`config.mk`:
```
export PLATFORM = sky130hd
export DESIGN_NAME = wav_sample_unpack_to_int16
export DESIGN_NICKNAME = d
export VERILOG_FILES = /design/src/hdl/wsu_pkg.sv /design/src/hdl/wav_sample_unpack_to_int16.sv /design/src/hdl/wsu_fifo.sv /design/src/hdl/wsu_front.sv /design/src/hdl/wsu_back.sv
export SDC_FILE = /design/constraint.sdc
export NUM_CORES = 1
export LEC_CHECK = 0
export ABC_CLOCK_PERIOD_IN_PS = 10550
export BUFFER_PORTS_ARGS = -buffer_cell sky130_fd_sc_hd__buf_2
export CAP_MARGIN = 20
export CORE_UTILIZATION = 60
export DETAILED_ROUTE_END_ITERATION = 8
export PLACE_DENSITY = 0.79
export SETUP_SLACK_MARGIN = 0.2
export SLEW_MARGIN = 25
export SYNTH_ARGS = -nofsm -noshare
export SYNTH_HDL_FRONTEND = slang
export SYNTH_SLANG_ARGS = --single-unit
export TNS_END_PERCENT = 1
```
`constraint.sdc`:
```
create_clock -name clk -period 10.55 [get_ports clk]
set_input_delay 3.165 -clock clk [delete_from_list [all_inputs] [get_ports clk]]
set_output_delay 3.165 -clock clk [all_outputs]
set_load 0.01 [all_outputs]
```
`src/hdl/wsu_pkg.sv`:
```
// shared types and constants of the wav sample unpacker
package wsu_pkg;

	// sample formats
	localparam logic [2:0] FMT_PCM8  = 3'd0;
	localparam logic [2:0] FMT_PCM16 = 3'd1;
	localparam logic [2:0] FMT_PCM24 = 3'd2;
	localparam logic [2:0] FMT_PCM32 = 3'd3;
	localparam logic [2:0] FMT_F32   = 3'd4;
	localparam logic [2:0] FMT_F64   = 3'd5;

	// configuration register indexes
	localparam logic [1:0] REG_FORMAT   = 2'd0;
	localparam logic [1:0] REG_CHANNELS = 2'd1;

	localparam int CFG_IDX_W  = 2;
	localparam int CFG_DATA_W = 8;

	// reset values of the registers
	localparam logic [2:0] FORMAT_RST   = FMT_PCM16;
	localparam logic [4:0] CHANNELS_RST = 5'd1;

	// queue sizes
	localparam int MID_DEPTH = 2;
	localparam int OUT_DEPTH = 4;
	localparam int OUT_CNT_W = $clog2(OUT_DEPTH + 1);

	// full-scale magnitude for float conversion
	localparam logic signed [15:0] FULL_POS = 16'sd32767;
	localparam logic signed [15:0] FULL_NEG = -16'sd32767;

	// gathered sample on its way to the converter
	typedef struct packed {
		logic [63:0] gather;
		logic [3:0]  chan;
	} sample_rec_t;

	// converted result
	typedef struct packed {
		logic signed [15:0] sample;
		logic [3:0]         chan;
		logic               clamped;
	} result_t;

	// converter write into the result queue
	typedef struct packed {
		logic    vld;
		result_t data;
	} result_wr_t;

endpackage

```
`src/hdl/wav_sample_unpack_to_int16.sv`:
```
// top level of the wav sample unpacker to signed 16-bit
//
// input side is a queue: a byte request is taken on an edge with push high and
// full low; one raw little-endian sample byte per request, up to one per cycle
// result side is a queue too: while empty is low the oldest result sits on
// sample_out, channel_index and was_clamped; pop high takes it on that edge
// config channel: cfg_valid with cfg_ready (always high), cfg_index picks the
// register (0 sample format, 1 channel count), cfg_data carries the value;
// any write to a known register drops a partial sample and restarts the frame
// path: the sample queue, then the stage 1 decode register, then the result queue
// throughput: one byte per cycle while full is low, set by the front gathering one
// byte per clock and a decode plus shift stage behind it
// front and back are split by a two-entry sample queue; the back only pulls a
// sample when the four-entry result queue has room, so when pop stalls the
// result queue fills, then the sample queue, then full rises
// reset clears all queues and gathering state and loads format pcm16 with one
// channel
module wav_sample_unpack_to_int16 #(
	parameter int MAX_CHANNELS = 16
) (
	input  logic                           clk,
	input  logic                           arst_n,
	input  logic                           push,
	output logic                           full,
	input  logic [7:0]                     stream_byte,
	output logic                           empty,
	input  logic                           pop,
	output logic signed [15:0]             sample_out,
	output logic [3:0]                     channel_index,
	output logic                           was_clamped,
	input  logic                           cfg_valid,
	output logic                           cfg_ready,
	input  logic [wsu_pkg::CFG_IDX_W-1:0]  cfg_index,
	input  logic [wsu_pkg::CFG_DATA_W-1:0] cfg_data
);
	import wsu_pkg::*;

	logic                 byte_take;
	logic [2:0]           fmt;
	logic                 rec_push;
	sample_rec_t          rec_in;
	sample_rec_t          rec_out;
	logic                 mid_full;
	logic                 mid_empty;
	logic                 rec_take;
	logic [OUT_CNT_W-1:0] out_count;
	result_wr_t           res_wr;
	result_t              res_out;

	// a byte request is taken whenever the sample queue has space
	assign full      = mid_full;
	assign byte_take = push && !mid_full;

	wsu_front #(
		.MAX_CHANNELS(MAX_CHANNELS)
	) u_front (
		.clk        (clk),
		.arst_n     (arst_n),
		.cfg_valid  (cfg_valid),
		.cfg_ready  (cfg_ready),
		.cfg_index  (cfg_index),
		.cfg_data   (cfg_data),
		.byte_take  (byte_take),
		.stream_byte(stream_byte),
		.fmt        (fmt),
		.rec_push   (rec_push),
		.rec        (rec_in)
	);

	// gathered samples waiting for conversion
	wsu_fifo #(
		.W    ($bits(sample_rec_t)),
		.DEPTH(MID_DEPTH)
	) u_mid_q (
		.clk   (clk),
		.arst_n(arst_n),
		.push  (rec_push),
		.wdata (rec_in),
		.full  (mid_full),
		.pop   (rec_take),
		.rdata (rec_out),
		.empty (mid_empty),
		.count ()
	);

	wsu_back u_back (
		.clk      (clk),
		.arst_n   (arst_n),
		.fmt      (fmt),
		.rec_avail(!mid_empty),
		.rec      (rec_out),
		.rec_take (rec_take),
		.out_count(out_count),
		.res_wr   (res_wr)
	);

	// converted results waiting for the receiver; never overflows since the
	// back end reserves a slot before it pulls a sample
	wsu_fifo #(
		.W    ($bits(result_t)),
		.DEPTH(OUT_DEPTH)
	) u_out_q (
		.clk   (clk),
		.arst_n(arst_n),
		.push  (res_wr.vld),
		.wdata (res_wr.data),
		.full  (),
		.pop   (pop),
		.rdata (res_out),
		.empty (empty),
		.count (out_count)
	);

	assign sample_out    = res_out.sample;
	assign channel_index = res_out.chan;
	assign was_clamped   = res_out.clamped;

endmodule

```
`src/hdl/wsu_fifo.sv`:
```
// small register queue with count
module wsu_fifo #(
	parameter int W     = 8,
	parameter int DEPTH = 4
) (
	input  logic                            clk,
	input  logic                            arst_n,
	input  logic                            push,
	input  logic [W-1:0]                    wdata,
	output logic                            full,
	input  logic                            pop,
	output logic [W-1:0]                    rdata,
	output logic                            empty,
	output logic [$clog2(DEPTH+1)-1:0]      count
);
	localparam int AW   = (DEPTH > 1) ? $clog2(DEPTH) : 1;
	localparam int CNTW = $clog2(DEPTH + 1);

	logic [W-1:0]    mem_q [DEPTH];
	logic [AW-1:0]   wr_ptr_q;
	logic [AW-1:0]   rd_ptr_q;
	logic [CNTW-1:0] count_q;
	logic            do_push;
	logic            do_pop;

	assign full    = (count_q == CNTW'(DEPTH));
	assign empty   = (count_q == '0);
	assign count   = count_q;
	assign rdata   = mem_q[rd_ptr_q];
	assign do_push = push && !full;
	assign do_pop  = pop && !empty;

	always_ff @(posedge clk) begin
		if (do_push) begin
			mem_q[wr_ptr_q] <= wdata;
		end
	end

	always_ff @(posedge clk or negedge arst_n) begin
		if (!arst_n) begin
			wr_ptr_q <= '0;
			rd_ptr_q <= '0;
			count_q  <= '0;
		end else begin
			if (do_push) begin
				wr_ptr_q <= (wr_ptr_q == AW'(DEPTH - 1)) ? '0 : wr_ptr_q + 1'b1;
			end
			if (do_pop) begin
				rd_ptr_q <= (rd_ptr_q == AW'(DEPTH - 1)) ? '0 : rd_ptr_q + 1'b1;
			end
			if (do_push && !do_pop) begin
				count_q <= count_q + 1'b1;
			end else if (do_pop && !do_push) begin
				count_q <= count_q - 1'b1;
			end
		end
	end

endmodule

```
`src/hdl/wsu_front.sv`:
```
// byte gathering front end: config registers, byte assembly, channel tracking
module wsu_front #(
	parameter int MAX_CHANNELS = 16
) (
	input  logic                         clk,
	input  logic                         arst_n,
	input  logic                         cfg_valid,
	output logic                         cfg_ready,
	input  logic [wsu_pkg::CFG_IDX_W-1:0]  cfg_index,
	input  logic [wsu_pkg::CFG_DATA_W-1:0] cfg_data,
	input  logic                         byte_take,
	input  logic [7:0]                   stream_byte,
	output logic [2:0]                   fmt,
	output logic                         rec_push,
	output wsu_pkg::sample_rec_t         rec
);
	import wsu_pkg::*;

	localparam int PW = (MAX_CHANNELS > 1) ? $clog2(MAX_CHANNELS) : 1;
	localparam int CW = (PW + 1 > 6) ? PW + 1 : 6;

	logic [2:0]    fmt_q;
	logic [4:0]    chans_q;
	logic [63:0]   gather_q;
	logic [2:0]    cnt_q;
	logic [PW-1:0] pos_q;

	logic [3:0]    need;
	logic          done;
	logic [63:0]   gather_nx;
	logic [CW-1:0] eff;
	logic [CW-1:0] pos_inc;
	logic [CW-1:0] pos_ext;
	logic          cfg_wr;

	assign cfg_ready = 1'b1;
	assign cfg_wr    = cfg_valid && cfg_ready;
	assign fmt       = fmt_q;

	always_comb begin
		case (fmt_q)
			FMT_PCM8:  need = 4'd1;
			FMT_PCM16: need = 4'd2;
			FMT_PCM24: need = 4'd3;
			FMT_PCM32: need = 4'd4;
			FMT_F32:   need = 4'd4;
			FMT_F64:   need = 4'd8;
			default:   need = 4'd0;
		endcase
	end

	always_comb begin
		gather_nx = gather_q;
		gather_nx[cnt_q*8 +: 8] = stream_byte;
	end

	// effective channel count, zero taken as one, capped at the maximum
	always_comb begin
		if (chans_q == '0) begin
			eff = CW'(1);
		end else if (CW'(chans_q) > CW'(MAX_CHANNELS)) begin
			eff = CW'(MAX_CHANNELS);
		end else begin
			eff = CW'(chans_q);
		end
	end

	assign pos_ext  = CW'(pos_q);
	assign pos_inc  = pos_ext + 1'b1;
	assign done     = byte_take && (need != '0) && ({1'b0, cnt_q} + 4'd1 >= need);
	assign rec_push = done;
	assign rec.gather = gather_nx;
	assign rec.chan   = pos_ext[3:0];

	always_ff @(posedge clk or negedge arst_n) begin
		if (!arst_n) begin
			fmt_q    <= FORMAT_RST;
			chans_q  <= CHANNELS_RST;
			gather_q <= '0;
			cnt_q    <= '0;
			pos_q    <= '0;
		end else if (cfg_wr) begin
			if (cfg_index == REG_FORMAT) begin
				fmt_q <= cfg_data[2:0];
			end
			if (cfg_index == REG_CHANNELS) begin
				chans_q <= cfg_data[4:0];
			end
			if (cfg_index == REG_FORMAT || cfg_index == REG_CHANNELS) begin
				gather_q <= '0;
				cnt_q    <= '0;
				pos_q    <= '0;
			end
		end else if (byte_take && need != '0) begin
			if (done) begin
				gather_q <= '0;
				cnt_q    <= '0;
				pos_q    <= (pos_inc >= eff) ? '0 : pos_inc[PW-1:0];
			end else begin
				gather_q <= gather_nx;
				cnt_q    <= cnt_q + 1'b1;
			end
		end
	end

endmodule

```
`src/hdl/wsu_back.sv`:
```
// conversion back end: decode in stage 1, shift and sign into the result queue
module wsu_back (
	input  logic                          clk,
	input  logic                          arst_n,
	input  logic [2:0]                    fmt,
	input  logic                          rec_avail,
	input  wsu_pkg::sample_rec_t          rec,
	output logic                          rec_take,
	input  logic [wsu_pkg::OUT_CNT_W-1:0] out_count,
	output wsu_pkg::result_wr_t           res_wr
);
	import wsu_pkg::*;

	logic        vld_s1;
	logic        use_mag_s1;
	logic        neg_s1;
	logic        clamp_s1;
	logic [15:0] direct_s1;
	logic [39:0] prod_s1;
	logic [5:0]  sh_s1;
	logic [3:0]  chan_s1;

	logic        use_mag;
	logic        neg;
	logic        clamp;
	logic [15:0] direct;
	logic [39:0] prod;
	logic [5:0]  sh;

	logic [63:0] g;
	logic [23:0] sum24;
	logic [31:0] sum32;
	logic [7:0]  e8;
	logic [22:0] f23;
	logic [23:0] m24;
	logic [8:0]  s9;
	logic [10:0] e11;
	logic [51:0] f52;
	logic [52:0] m53;
	logic [35:0] hi_p;
	logic [46:0] lo_p;
	logic [10:0] r11;
	logic [39:0] shifted;
	logic [15:0] mag;

	// take a sample only when the result queue has room for it and the one in flight
	assign rec_take = rec_avail &&
		(({1'b0, out_count} + {{OUT_CNT_W{1'b0}}, vld_s1}) < (OUT_CNT_W + 1)'(OUT_DEPTH));

	assign g     = rec.gather;
	assign sum24 = g[23:0] + (g[23] ? 24'd255 : 24'd0);
	assign sum32 = g[31:0] + (g[31] ? 32'h0000_ffff : 32'd0);
	assign e8    = g[30:23];
	assign f23   = g[22:0];
	assign m24   = {(e8 != '0), f23};
	assign s9    = (e8 == '0) ? 9'd149 : (9'd150 - {1'b0, e8});
	assign e11   = g[62:52];
	assign f52   = g[51:0];
	assign m53   = {(e11 != '0), f52};
	// times 32767 as shift and subtract
	assign hi_p  = {m53[52:32], 15'd0} - {15'd0, m53[52:32]};
	assign lo_p  = {m53[31:0], 15'd0} - {15'd0, m53[31:0]};
	assign r11   = (e11 == '0) ? 11'd1042 : (11'd1043 - e11);

	always_comb begin
		use_mag = 1'b0;
		neg     = 1'b0;
		clamp   = 1'b0;
		direct  = '0;
		prod    = '0;
		sh      = '0;
		case (fmt)
			FMT_PCM8:  direct = {~g[7], g[6:0], 8'h00};
			FMT_PCM16: direct = g[15:0];
			FMT_PCM24: direct = sum24[23:8];
			FMT_PCM32: direct = sum32[31:16];
			FMT_F32: begin
				if (e8 == 8'hff && f23 != '0) begin
					clamp  = 1'b1;
					direct = FULL_POS;
				end else if (e8 >= 8'd127) begin
					clamp  = !(e8 == 8'd127 && f23 == '0);
					direct = g[31] ? FULL_NEG : FULL_POS;
				end else begin
					use_mag = 1'b1;
					neg     = g[31];
					prod    = 40'({m24, 15'd0} - {15'd0, m24});
					sh      = (s9 > 9'd63) ? 6'd63 : s9[5:0];
				end
			end
			FMT_F64: begin
				if (e11 == 11'h7ff && f52 != '0) begin
					clamp  = 1'b1;
					direct = FULL_POS;
				end else if (e11 >= 11'd1023) begin
					clamp  = !(e11 == 11'd1023 && f52 == '0);
					direct = g[63] ? FULL_NEG : FULL_POS;
				end else begin
					use_mag = 1'b1;
					neg     = g[63];
					prod    = {4'd0, hi_p} + {25'd0, lo_p[46:32]};
					sh      = (r11 > 11'd63) ? 6'd63 : r11[5:0];
				end
			end
			default: direct = '0;
		endcase
	end

	always_ff @(posedge clk or negedge arst_n) begin
		if (!arst_n) begin
			vld_s1 <= 1'b0;
		end else begin
			vld_s1 <= rec_take;
		end
	end

	always_ff @(posedge clk) begin
		if (rec_take) begin
			use_mag_s1 <= use_mag;
			neg_s1     <= neg;
			clamp_s1   <= clamp;
			direct_s1  <= direct;
			prod_s1    <= prod;
			sh_s1      <= sh;
			chan_s1    <= rec.chan;
		end
	end

	assign shifted = prod_s1 >> sh_s1;
	assign mag     = shifted[15:0];

	always_comb begin
		res_wr.vld          = vld_s1;
		res_wr.data.chan    = chan_s1;
		res_wr.data.clamped = clamp_s1;
		if (use_mag_s1) begin
			res_wr.data.sample = neg_s1 ? -mag : mag;
		end else begin
			res_wr.data.sample = direct_s1;
		end
	end

endmodule

```
# Yosys cells after proc, flatten, opt, wreduce, memory -nomap -nowiden
# Memory sizes are Yosys's and may differ from the RTL's.
# Index checks and enable logic that the tools add are counted.
[classes] n_shift=3 reduce_logical=50 n_mux=69 eq_ne=15 bitwise_logic=1 n_lt_le_gt_ge=8 addsub=22
[op_table] op="$mux W64" count=4
[op_table] op="$mux W40" count=4
[op_table] op="$mux W16" count=9
[op_table] op="$pmux W16 S6" count=1
[op_table] op="$pmux W40 S2" count=1
[op_table] op="$bwmux W64" count=1
[op_table] op="$shift A8 B34 Y64 const A" count=1
[op_table] op="$shiftx A8 B34 Y64" count=1
[op_table] op="$logic_not A52 Y1" count=1
[op_table] op="$reduce_bool A52 Y1" count=1
[op_table] op="$sub A47 B32 Y47" count=1
[op_table] op="$mux W6" count=7
[op_table] op="$shr A40 B6 Y16" count=1
[op_table] op="$sub A39 B24 Y40" count=1
[op_table] op="$add A36 B15 Y37" count=1
[op_table] op="$sub A36 B21 Y36" count=1
[op_table] op="$neg A6 Y34" count=1
[op_table] op="$add A32 B32 Y32" count=1
[op_table] op="$add A24 B24 Y24" count=1
[op_table] op="$logic_not A23 Y1" count=1
[op_table] op="$reduce_bool A23 Y1" count=1
[op_table] op="$mux W4" count=5
[op_table] op="$pmux W4 S5" count=1
[op_table] op="$mux W1" count=18
[op_table] op="53 further kinds" count=103
[totals] mem_count=2 ram_bits=220 output_inout_bits=24 wordCells=189 register_bits=160
[memory_table] memory="u_mid_q.mem_q" words=2 width=68 rd=1 rd_ports_with_merged_regs=0 write_ports=1 line="wsu_fifo.sv:19" rtl="logic [W-1:0] mem_q [DEPTH];"
[memory_table] memory="u_out_q.mem_q" words=4 width=21 rd=1 rd_ports_with_merged_regs=0 write_ports=1 line="wsu_fifo.sv:19"

# Depth between registers and ports, before layout
# Gate-level depths: netlist of run 1.
[depth] word_depth=11 ltp_mapped=32

# Modules after synthesis
# A second synthesis of run 1 with hierarchy kept.
[hier_totals] cells_unflattened=2148 hier_area_um2=24163.2
[by_module_without_submodules] module="wsu_back" seq_area_each_um2=2097.0 area_each_um2=11260.8 cells_each=1342 n_inst=1
[by_module_without_submodules] module="wsu_fifo at u_mid_q" seq_area_each_um2=4184.0 area_each_um2=5146.2 cells_each=231 n_inst=1
[by_module_without_submodules] module="wsu_front" seq_area_each_um2=1979.4 area_each_um2=4267.8 cells_each=426 n_inst=1
[by_module_without_submodules] module="wsu_fifo at u_out_q" seq_area_each_um2=2697.6 area_each_um2=3470.8 cells_each=147 n_inst=1
[by_module_without_submodules] module="wav_sample_unpack_to_int16" seq_area_each_um2=0.0 area_each_um2=17.5 cells_each=2 n_inst=1

# Worst setup path before layout of run 1
# No wires, ideal clock.
[synth_path] kind="in2reg" start="in push" end="mem u_mid_q.mem_q[0][0] (netlist bit) (enable)" t_arrival_ns=7.850 slack_ns=2.123 path_stages=2 required_time_ns=9.972 setup_time_ns=0.578 path_buffers=0 path_cell_list="nand2_1 nor3_1"
[synth_between] elab_chain_len=6
[synth_lines] item="start: declaration" line="wav_sample_unpack_to_int16.sv:23" rtl="input logic push,"
[synth_lines] item="$logic_and A1 B1 Y1" line="wav_sample_unpack_to_int16.sv:52" rtl="assign byte_take = push && !mid_full;"
[synth_lines] item="$logic_and A1 B1 Y1 (2 in a row)" line="wsu_front.sv:70" rtl="assign done = byte_take && (need != '0) && ({1'b0, cnt_q} + 4'd1 >= need);"
[synth_lines] item="$logic_and A1 B1 Y1" line="wsu_fifo.sv:30" rtl="assign do_push = push && !full;"
[synth_lines] item="$mux W1" line="wsu_fifo.sv:34" rtl="if (do_push) begin"
[synth_lines] item="$mux W1 (not written as such)" line="wsu_fifo.sv:35" rtl="mem_q[wr_ptr_q] <= wdata;"
[synth_lines] item="end: declaration" line="wsu_fifo.sv:19"
# No other way between the ends.

# Worst setup path in the final report of run 1
[layout_path] start="reg u_mid_q.rd_ptr_q" end="reg u_back.prod_s1[29] (data pin)"
[layout_between] elab_chain_len=7 elab_cells_between_ends=20 classes_between="4 x add/sub; 2 x order compare; 2 x eq/ne; 5 x mux; 6 x reduce/logical; 1 x memory"
[layout_lines] item="start: declaration" line="wsu_fifo.sv:21" rtl="logic [AW-1:0] rd_ptr_q;"
[layout_lines] item="start signal: assignment" line="wsu_fifo.sv:49" rtl="rd_ptr_q <= (rd_ptr_q == AW'(DEPTH - 1)) ? '0 : rd_ptr_q + 1'b1;"
[layout_lines] item="$mem_v2 Z2 W68 (*)"
[layout_lines] item="$reduce_bool A11 Y1" line="wsu_back.sv:59" rtl="assign m53 = {(e11 != '0), f52};"
[layout_lines] item="$sub A36 B21 Y36" line="wsu_back.sv:61" rtl="assign hi_p = {m53[52:32], 15'd0} - {15'd0, m53[52:32]};"
[layout_lines] item="$add A36 B15 Y37" line="wsu_back.sv:101" rtl="prod = {4'd0, hi_p} + {25'd0, lo_p[46:32]};"
[layout_lines] item="$mux W40" line="wsu_back.sv:95" rtl="end else if (e11 >= 11'd1023) begin"
[layout_lines] item="$mux W40" line="wsu_back.sv:92" rtl="if (e11 == 11'h7ff && f52 != '0) begin"
[layout_lines] item="$pmux W40 S2 (*)" line="wsu_back.sv:72" rtl="case (fmt)"
[layout_lines] item="net u_back.prod[29]" line="wsu_back.sv:27" rtl="logic [39:0] prod;"
[layout_lines] item="end signal: assignment" line="wsu_back.sv:123" rtl="prod_s1 <= prod;"
[layout_lines] item="end: declaration" line="wsu_back.sv:19" rtl="logic [39:0] prod_s1;"
# Mark *: on every way through the listed nets, which the timed path passes. The rest lies on a longest branch.
# A chain may end at the register's enable or synchronous reset.

==> out/results.txt, run 1 <==
status: complete, no violations
clock period minus worst slack: 7.72 ns
cell area after placement: 24900 um2
unrepaired setup endpoints after global routing: no
global-route congestion overflow total: 0
first-pass GRT wire length: 101000 um
largest net degree at the start of global routing: 82
Root Buffer: clkbuf_16
Seq cells post-synth: 380
max-cap violations: 0
actual slew at the worst max-slew pin: 1.01 ns
vias in the first global route: 17.3k
dpl hpwl: 47900 um
standard-cell row count: 73
synthesized net count: 2197
PortBufs: 42
critical path depth in cells: 21
H-tree depth: 2
I/O pin cnt: 47
relative slew slack: 32.4%
post_cts resized: 0
proportion of layout cells with a drive suffix above 1: 18.4%
Initial Util: 60.9%
Core Util, Final: 65.8%
worst path buffer plus inverter count: 1
Hold Path Cell Cnt: 1
Synth cell types: 110
CTS Hold Buffers Added: 0
initial antenna violation count: 0
die area: 41200 um2
critical path capture point type: register
Syn. warnings: 0
detailed-router iteration count before antenna repair: 6
Async S/R FF share, synth: 23.9%
DR vias: 17.9k
clk sinks: 380
Slew Viols, Final: 0
Synth-to-Final Area Change: 8.08%
top post-synthesis cells by area: edfxtp_1 (36%), dfrtp_1 (9.2%), mux2_2 (5.7%)
worst path arrival time: 8.03 ns
Final Hold Viols: 0
worst-path cell chain: mux2i_1 > inv_1 > ha_1 > nor4b_1 > o21ai_0 > nor4_1 > o21ai_1 > o31ai_1 > a21oi_1 > nor3b_2 > nor4b_1 > xnor2_1 > ha_1 > o21ai_0 > o21ai_0 > a41oi_1 > o311ai_1 > nand3b_1 > nor4_2 > xnor2_1 > a22o_1
Final Power: 9.22 mW
Clock transition at path regs: 0.06 ns
CP max-delay cell: o311ai_1
number of enable flip-flop cells after synthesis: 289
Clock Skew: 0.0150 ns
delay-heaviest family, CP: compound AO/OA/AOI/OAI gates
Initial DRC Count: 1685
DR DRC count: 0
most frequent CP cell: o21ai_0
Longest Clk Path Bufs: 3
leading area contributor after synthesis: edfxtp_1
CP Class: reg2reg
CTS Buf Count: 39
ANT cells: 0
Leak: 9.70 nW
setup violators final: 0
Layout Nets: 2209
prevailing post-synth register cell: edfxtp_1
Setup Buffers After CTS: 0
routed len/inst: 24.8 um
GPL Wtd Cong: 1.00
cells on worst reg2reg path: 21
Mapped Area: 24200 um2
crit path max fanout: 26
Syn Area/Cell: 11.6 um2
CTS tree: built
Max Freq: 0.129 GHz
Critical Path Start Type: register
Seq/Total Area, Yosys: 45.2%
total power per unit cell area: 352 nW/um2
HP Class: reg2reg
peak supply drop: 0.176 mV
Min Hold Slack: 0.489 ns
GRT Util Overall: 31.9%
Req. time, crit path: 10.85 ns
period utilisation layout: 73.2%
Post-Syn Instances: 2083
post-route cell area: 26200 um2
worst skew pair latency: 0.57 ns
Core Area: 39800 um2
Final ANT Viol Nets: 0
routed wire length: 65700 um
width of the die: 203 um
worst stage delay on the critical path: 0.89 ns
DR vias/cell: 6.75
final setup TNS: 0 ns
Yosys top cell area share: 35.8%
die height: 203 um
## layout make-up
type / instances / area [um2]
clock buffers: 54 / 1080
clock inverters: 16 / 165
fillers: 2997 / 13600
inverters: 60 / 225
multi-input cells: 1539 / 12600
flip-flops and latches: 380 / 11000
well taps: 525 / 657
repair buffers: 75 / 460
## registers in the layout, summed over array words and instances (netlist names)
| name | flops |
|---|---|
| u_front.pos_q | 4 |
| u_out_q.count | 3 |
| u_back.direct_s1 | 16 |
| u_out_q.wr_ptr_q | 2 |
| u_front.gather_q | 64 |
| u_out_q.mem_q | 84 |
| u_out_q.rd_ptr_q | 2 |
| u_back.clamp_s1 | 1 |
| u_back.chan_s1 | 4 |
| u_mid_q.rd_ptr_q | 1 |
| u_back.prod_s1 | 40 |
| u_front.fmt | 3 |
| u_mid_q.mem_q | 136 |
| u_back.neg_s1 | 1 |
| u_back.sh_s1 | 6 |
| u_back.use_mag_s1 | 1 |
| u_back.vld_s1 | 1 |
| u_mid_q.wr_ptr_q | 1 |
| u_front.chans_q | 5 |
| u_front.cnt_q | 3 |
| u_mid_q.count | 2 |
## final timing paths
check                                                      start                          endpoint  slack, ns
worst max-delay path                u_mid_q.rd_ptr_q$_DFFE_PN0P_      u_back.prod_s1[29]$_DFFE_PP_       2.83
worst min-delay path            u_front.gather_q[55]$_DFFE_PN0P_  u_front.gather_q[55]$_DFFE_PN0P_       0.49
worst max register to register      u_mid_q.rd_ptr_q$_DFFE_PN0P_      u_back.prod_s1[29]$_DFFE_PP_       2.83
worst min register to register  u_front.gather_q[55]$_DFFE_PN0P_  u_front.gather_q[55]$_DFFE_PN0P_       0.49
max in group asynchronous                                 arst_n  u_front.gather_q[38]$_DFFE_PN0P_       6.89
min in group asynchronous                                 arst_n    u_front.chans_q[2]$_DFFE_PN0P_       2.61
## kinds of logic after synthesis
family          share of synthesized area (%)
flops                                    45.2
xor+xnor                                 5.66
buf+inv                                  2.91
other cells                            0.0155
simple gates                             12.8
fa+ha+maj                                4.76
mux                                      14.9
compound gates                           13.8
## layout by cell type, fill, tap and decap left out, types with 25 or more instances in the layout
cell	synthesis	layout
or3_1	25	25
a21oi_1	76	75
buf_2	22	41
inv_1	56	56
xor2_1	56	56
dfrtp_1	89	88
mux2_2	122	122
nand3_1	41	41
mux2i_1	84	83
a32o_1	66	66
edfxtp_1	289	289
mux4_2	58	58
buf_4	4	34
a21o_1	27	27
o211ai_1	27	27
o22ai_1	38	38
o21ai_0	84	84
clkbuf_16	0	39
ha_1	89	89
nor3_1	64	63
xnor2_1	92	92
nand2_1	114	114
nand2b_1	29	29
nor2_1	114	112
## per-layer routing
layer / track usage [%] / vias up / part of all wire (%)
li1: - / 8146 / -
met4: 11.4 / 0 / 3.6
met1: 44.7 / 8788 / 41
met2: 51.2 / 806 / 47
met5: 0 / - / 0
met3: 4.19 / 139 / 7.7
## report_power, final
group / internal [mW] / switching [mW]
clock network: 0.772 / 0.576
registers: 2.26 / 0.371
logic: 2.05 / 3.20
## per-stage QoR
step | cells | setup WS [ns]
6_report | 2649 | 2.83
4_1_cts | 2649 | 2.99
3_5_place_dp | 2579 | 3.04
3_3_place_gp | 2579 | 3.13
5_1_grt | 2649 | 2.39
2_1_floorplan | 2083 | 2.12
## synth_stat cells (13+ instances only)
| master | instances |
|---|---|
| a32o_1 | 66 |
| nand3_1 | 41 |
| mux4_2 | 58 |
| a21o_1 | 27 |
| nor2b_1 | 20 |
| mux2i_1 | 84 |
| and2_1 | 15 |
| clkbuf_1 | 60 |
| nand4_1 | 14 |
| o22ai_1 | 38 |
| or2_2 | 13 |
| a21oi_1 | 76 |
| xor2_1 | 56 |
| nor2_1 | 114 |
| xnor2_1 | 92 |
| o21ai_0 | 84 |
| ha_1 | 89 |
| nor3_1 | 64 |
| edfxtp_1 | 289 |
| nand2_1 | 114 |
| o211ai_1 | 27 |
| dfrtp_1 | 89 |
| nor4_1 | 20 |
| or3_1 | 25 |
| nand2b_1 | 29 |
| nor3b_1 | 18 |
| buf_2 | 22 |
| inv_1 | 56 |
| mux2_2 | 122 |
No activity file was read; power rests on OpenSTA's default activity.
==> run 2: changes to the inputs <==
Settings changed: ABC_CLOCK_PERIOD_IN_PS 10550 to 7500.
Clock period 10.55 ns to 7.5 ns, I/O delays scaled along.
==> run 2 against run 1 <==
Effect of this change: maximum frequency up 13%; register-to-register slack worse by 2.1 ns; critical endpoint is now u_back.prod_s1[34]$_DFFE_PP_; critical path depth rose by 4; global-route usage increased by 1.2 points; first-iteration DRC count rose by 3.9%.
==> out/results.txt, run 2 (synthesized netlist as in run 1, its figures left out) <==
status: complete, no violations
DR vias: 18.2k
initial antenna violation count: 1
Biggest register: u_mid_q.mem_q
proportion of layout cells with a drive suffix above 1: 19.3%
PortBufs: 42
CP max-delay cell: dfrtp_4
Final ANT Viol Nets: 0
H-tree depth: 2
worst r2r src: u_mid_q.rd_ptr_q$_DFFE_PN0P_
critical path capture point type: register
delay-heaviest family, CP: compound AO/OA/AOI/OAI gates
GPL Wtd Cong: 0.984
period utilisation layout: 90.8%
vias in the first global route: 17.6k
cells on worst reg2reg path: 25
Hold Path End: u_front.gather_q[62]$_DFFE_PN0P_
I/O pin cnt: 47
worst skew pair latency: 0.55 ns
first-pass GRT wire length: 104000 um
unrepaired setup endpoints after global routing: no
global-route congestion overflow total: 0
Max Freq: 0.147 GHz
crit path setup slack, layout: 0.694 ns
CTS tree: built
standard-cell row count: 73
Setup Buffers After CTS: 0
max-cap violations: 0
clk sinks: 380
Final Hold Viols: 0
total power per unit cell area: 503 nW/um2
routed len/inst: 25.7 um
most common cell after layout, fill and taps aside: edfxtp_1
cell area after placement: 25000 um2
final setup TNS: 0 ns
crit path max fanout: 28
dpl hpwl: 49300 um
ANT cells: 0
Slew Viols, Final: 0
Leak: 9.80 nW
DR vias/cell: 6.85
actual slew at the worst max-slew pin: 1.05 ns
DR DRC count: 0
clock period minus worst slack: 6.81 ns
Initial DRC Count: 1751
Clock transition at path regs: 0.08 ns
setup slack, reg-to-reg: 0.69 ns
relative slew slack: 29.6%
Initial Util: 60.9%
pre-CTS setup slack: 0.810 ns
Root Buffer: clkbuf_16
setup violators final: 0
RR Endpoint: u_back.prod_s1[34]$_DFFE_PP_
Req. time, crit path: 7.77 ns
detailed-router iteration count before antenna repair: 5
peak supply drop: 0.301 mV
worst path buffer plus inverter count: 3
Hold Startpoint: u_front.gather_q[62]$_DFFE_PN0P_
Core Area: 39800 um2
GRT Util Overall: 33.1%
biggest regs: u_mid_q.mem_q (136), u_out_q.mem_q (84), u_front.gather_q (64)
worst stage delay on the critical path: 0.70 ns
largest net degree at the start of global routing: 73
Min Hold Slack: 0.484 ns
routed wire length: 68200 um
most frequent cells in the layout: edfxtp_1 (289), mux2_2 (122), nand2_1 (114), nor2_1 (112), xnor2_1 (92)
Longest Clk Path Bufs: 3
Synth-to-Final Area Change: 8.96%
Core Util, Final: 66.3%
die height: 203 um
post-route cell area: 26400 um2
worst path arrival time: 7.08 ns
Layout Nets: 2216
width of the die: 203 um
max reg flops: 136
CP Class: reg2reg
Clock Skew: 0.0238 ns
HP Class: reg2reg
Critical Path Start Type: register
die area: 41200 um2
CTS Buf Count: 39
Hold Path Cell Cnt: 1
==> run 2: how the worst max path moves through the flow <==
stage                                    to  slack, ns  depth (start not counted)                         start
3_5_place_dp   u_back.prod_s1[34]$_DFFE_PP_       0.81                         25  u_mid_q.rd_ptr_q$_DFFE_PN0P_
4_1_cts        u_back.prod_s1[34]$_DFFE_PP_       0.75                         25  u_mid_q.rd_ptr_q$_DFFE_PN0P_
5_1_grt        u_back.prod_s1[34]$_DFFE_PP_       0.35                         25  u_mid_q.rd_ptr_q$_DFFE_PN0P_
6_report       u_back.prod_s1[34]$_DFFE_PP_       0.69                         25  u_mid_q.rd_ptr_q$_DFFE_PN0P_
3_3_place_gp   u_back.prod_s1[34]$_DFFE_PP_       0.86                         25  u_mid_q.rd_ptr_q$_DFFE_PN0P_
2_1_floorplan  u_mid_q.count[1]$_DFFE_PN0P_       0.22                          6       u_back.vld_s1$_DFF_PN0_
==> run 2: area by class of cell <==
type | instances | area (um2)
Sequential cell | 380 | 11000
Fill cell | 2953 | 13400
Clock buffer | 49 | 1090
Tap cell | 525 | 657
Timing Repair Buffer | 82 | 513
Multi-Input combinational cell | 1539 | 12600
Inverter | 60 | 225
Clock inverter | 21 | 307
==> run 2: timing repair <==
item / 4_1_cts / 5_1_grt
setup endpoints to repair: 0 / 2
gates resized for setup: 0 / 1
hold buffers: 0 / 0
==> run 2: where the power goes <==
group / switching (mW) / internal [mW] / total, mW
sequential: 0.546 / 3.18 / 3.72
clock: 0.814 / 1.28 / 2.10
combinational: 4.57 / 2.90 / 7.47
==> run 2: metal layers <==
layer / vias up / global-route usage, % / share of wire (%)
li1: 8143 / - / -
met1: 9027 / 45.3 / 41
met2: 862 / 53.8 / 48
met3: 171 / 4.38 / 7.5
met4: 0 / 13.0 / 3.8
met5: - / 0 / 0
==> run 2: worst reg2reg max path, stage by stage, from the launching register on <==
cell and delay (ns):
dfrtp_4 0.70, mux2i_1 0.24, buf_4 0.19, inv_1 0.09, ha_1 0.34, nor4bb_1 0.38
o21ai_0 0.18, nor4_1 0.45, o21ai_1 0.25, o31ai_1 0.42, a21oi_1 0.15, nor3b_2 0.26
nor3_1 0.10, xnor2_1 0.18, ha_1 0.23, inv_1 0.07, fa_1 0.40, nand2b_1 0.18
a21oi_1 0.25, o221a_2 0.25, o21ai_0 0.15, a21oi_2 0.32, nand2_1 0.15, nor4_4 0.30
mux2i_1 0.23, nand2_1 0.07
==> run 2: metrics by stage <==
| stage | power, mW | cells |
|---|---|---|
| 2_1_floorplan | 8.89 | 2083 |
| 3_3_place_gp | 10.8 | 2586 |
| 3_5_place_dp | 11.0 | 2586 |
| 4_1_cts | 13.2 | 2656 |
| 5_1_grt | 14.0 | 2656 |
| 6_report | 13.3 | 2656 |
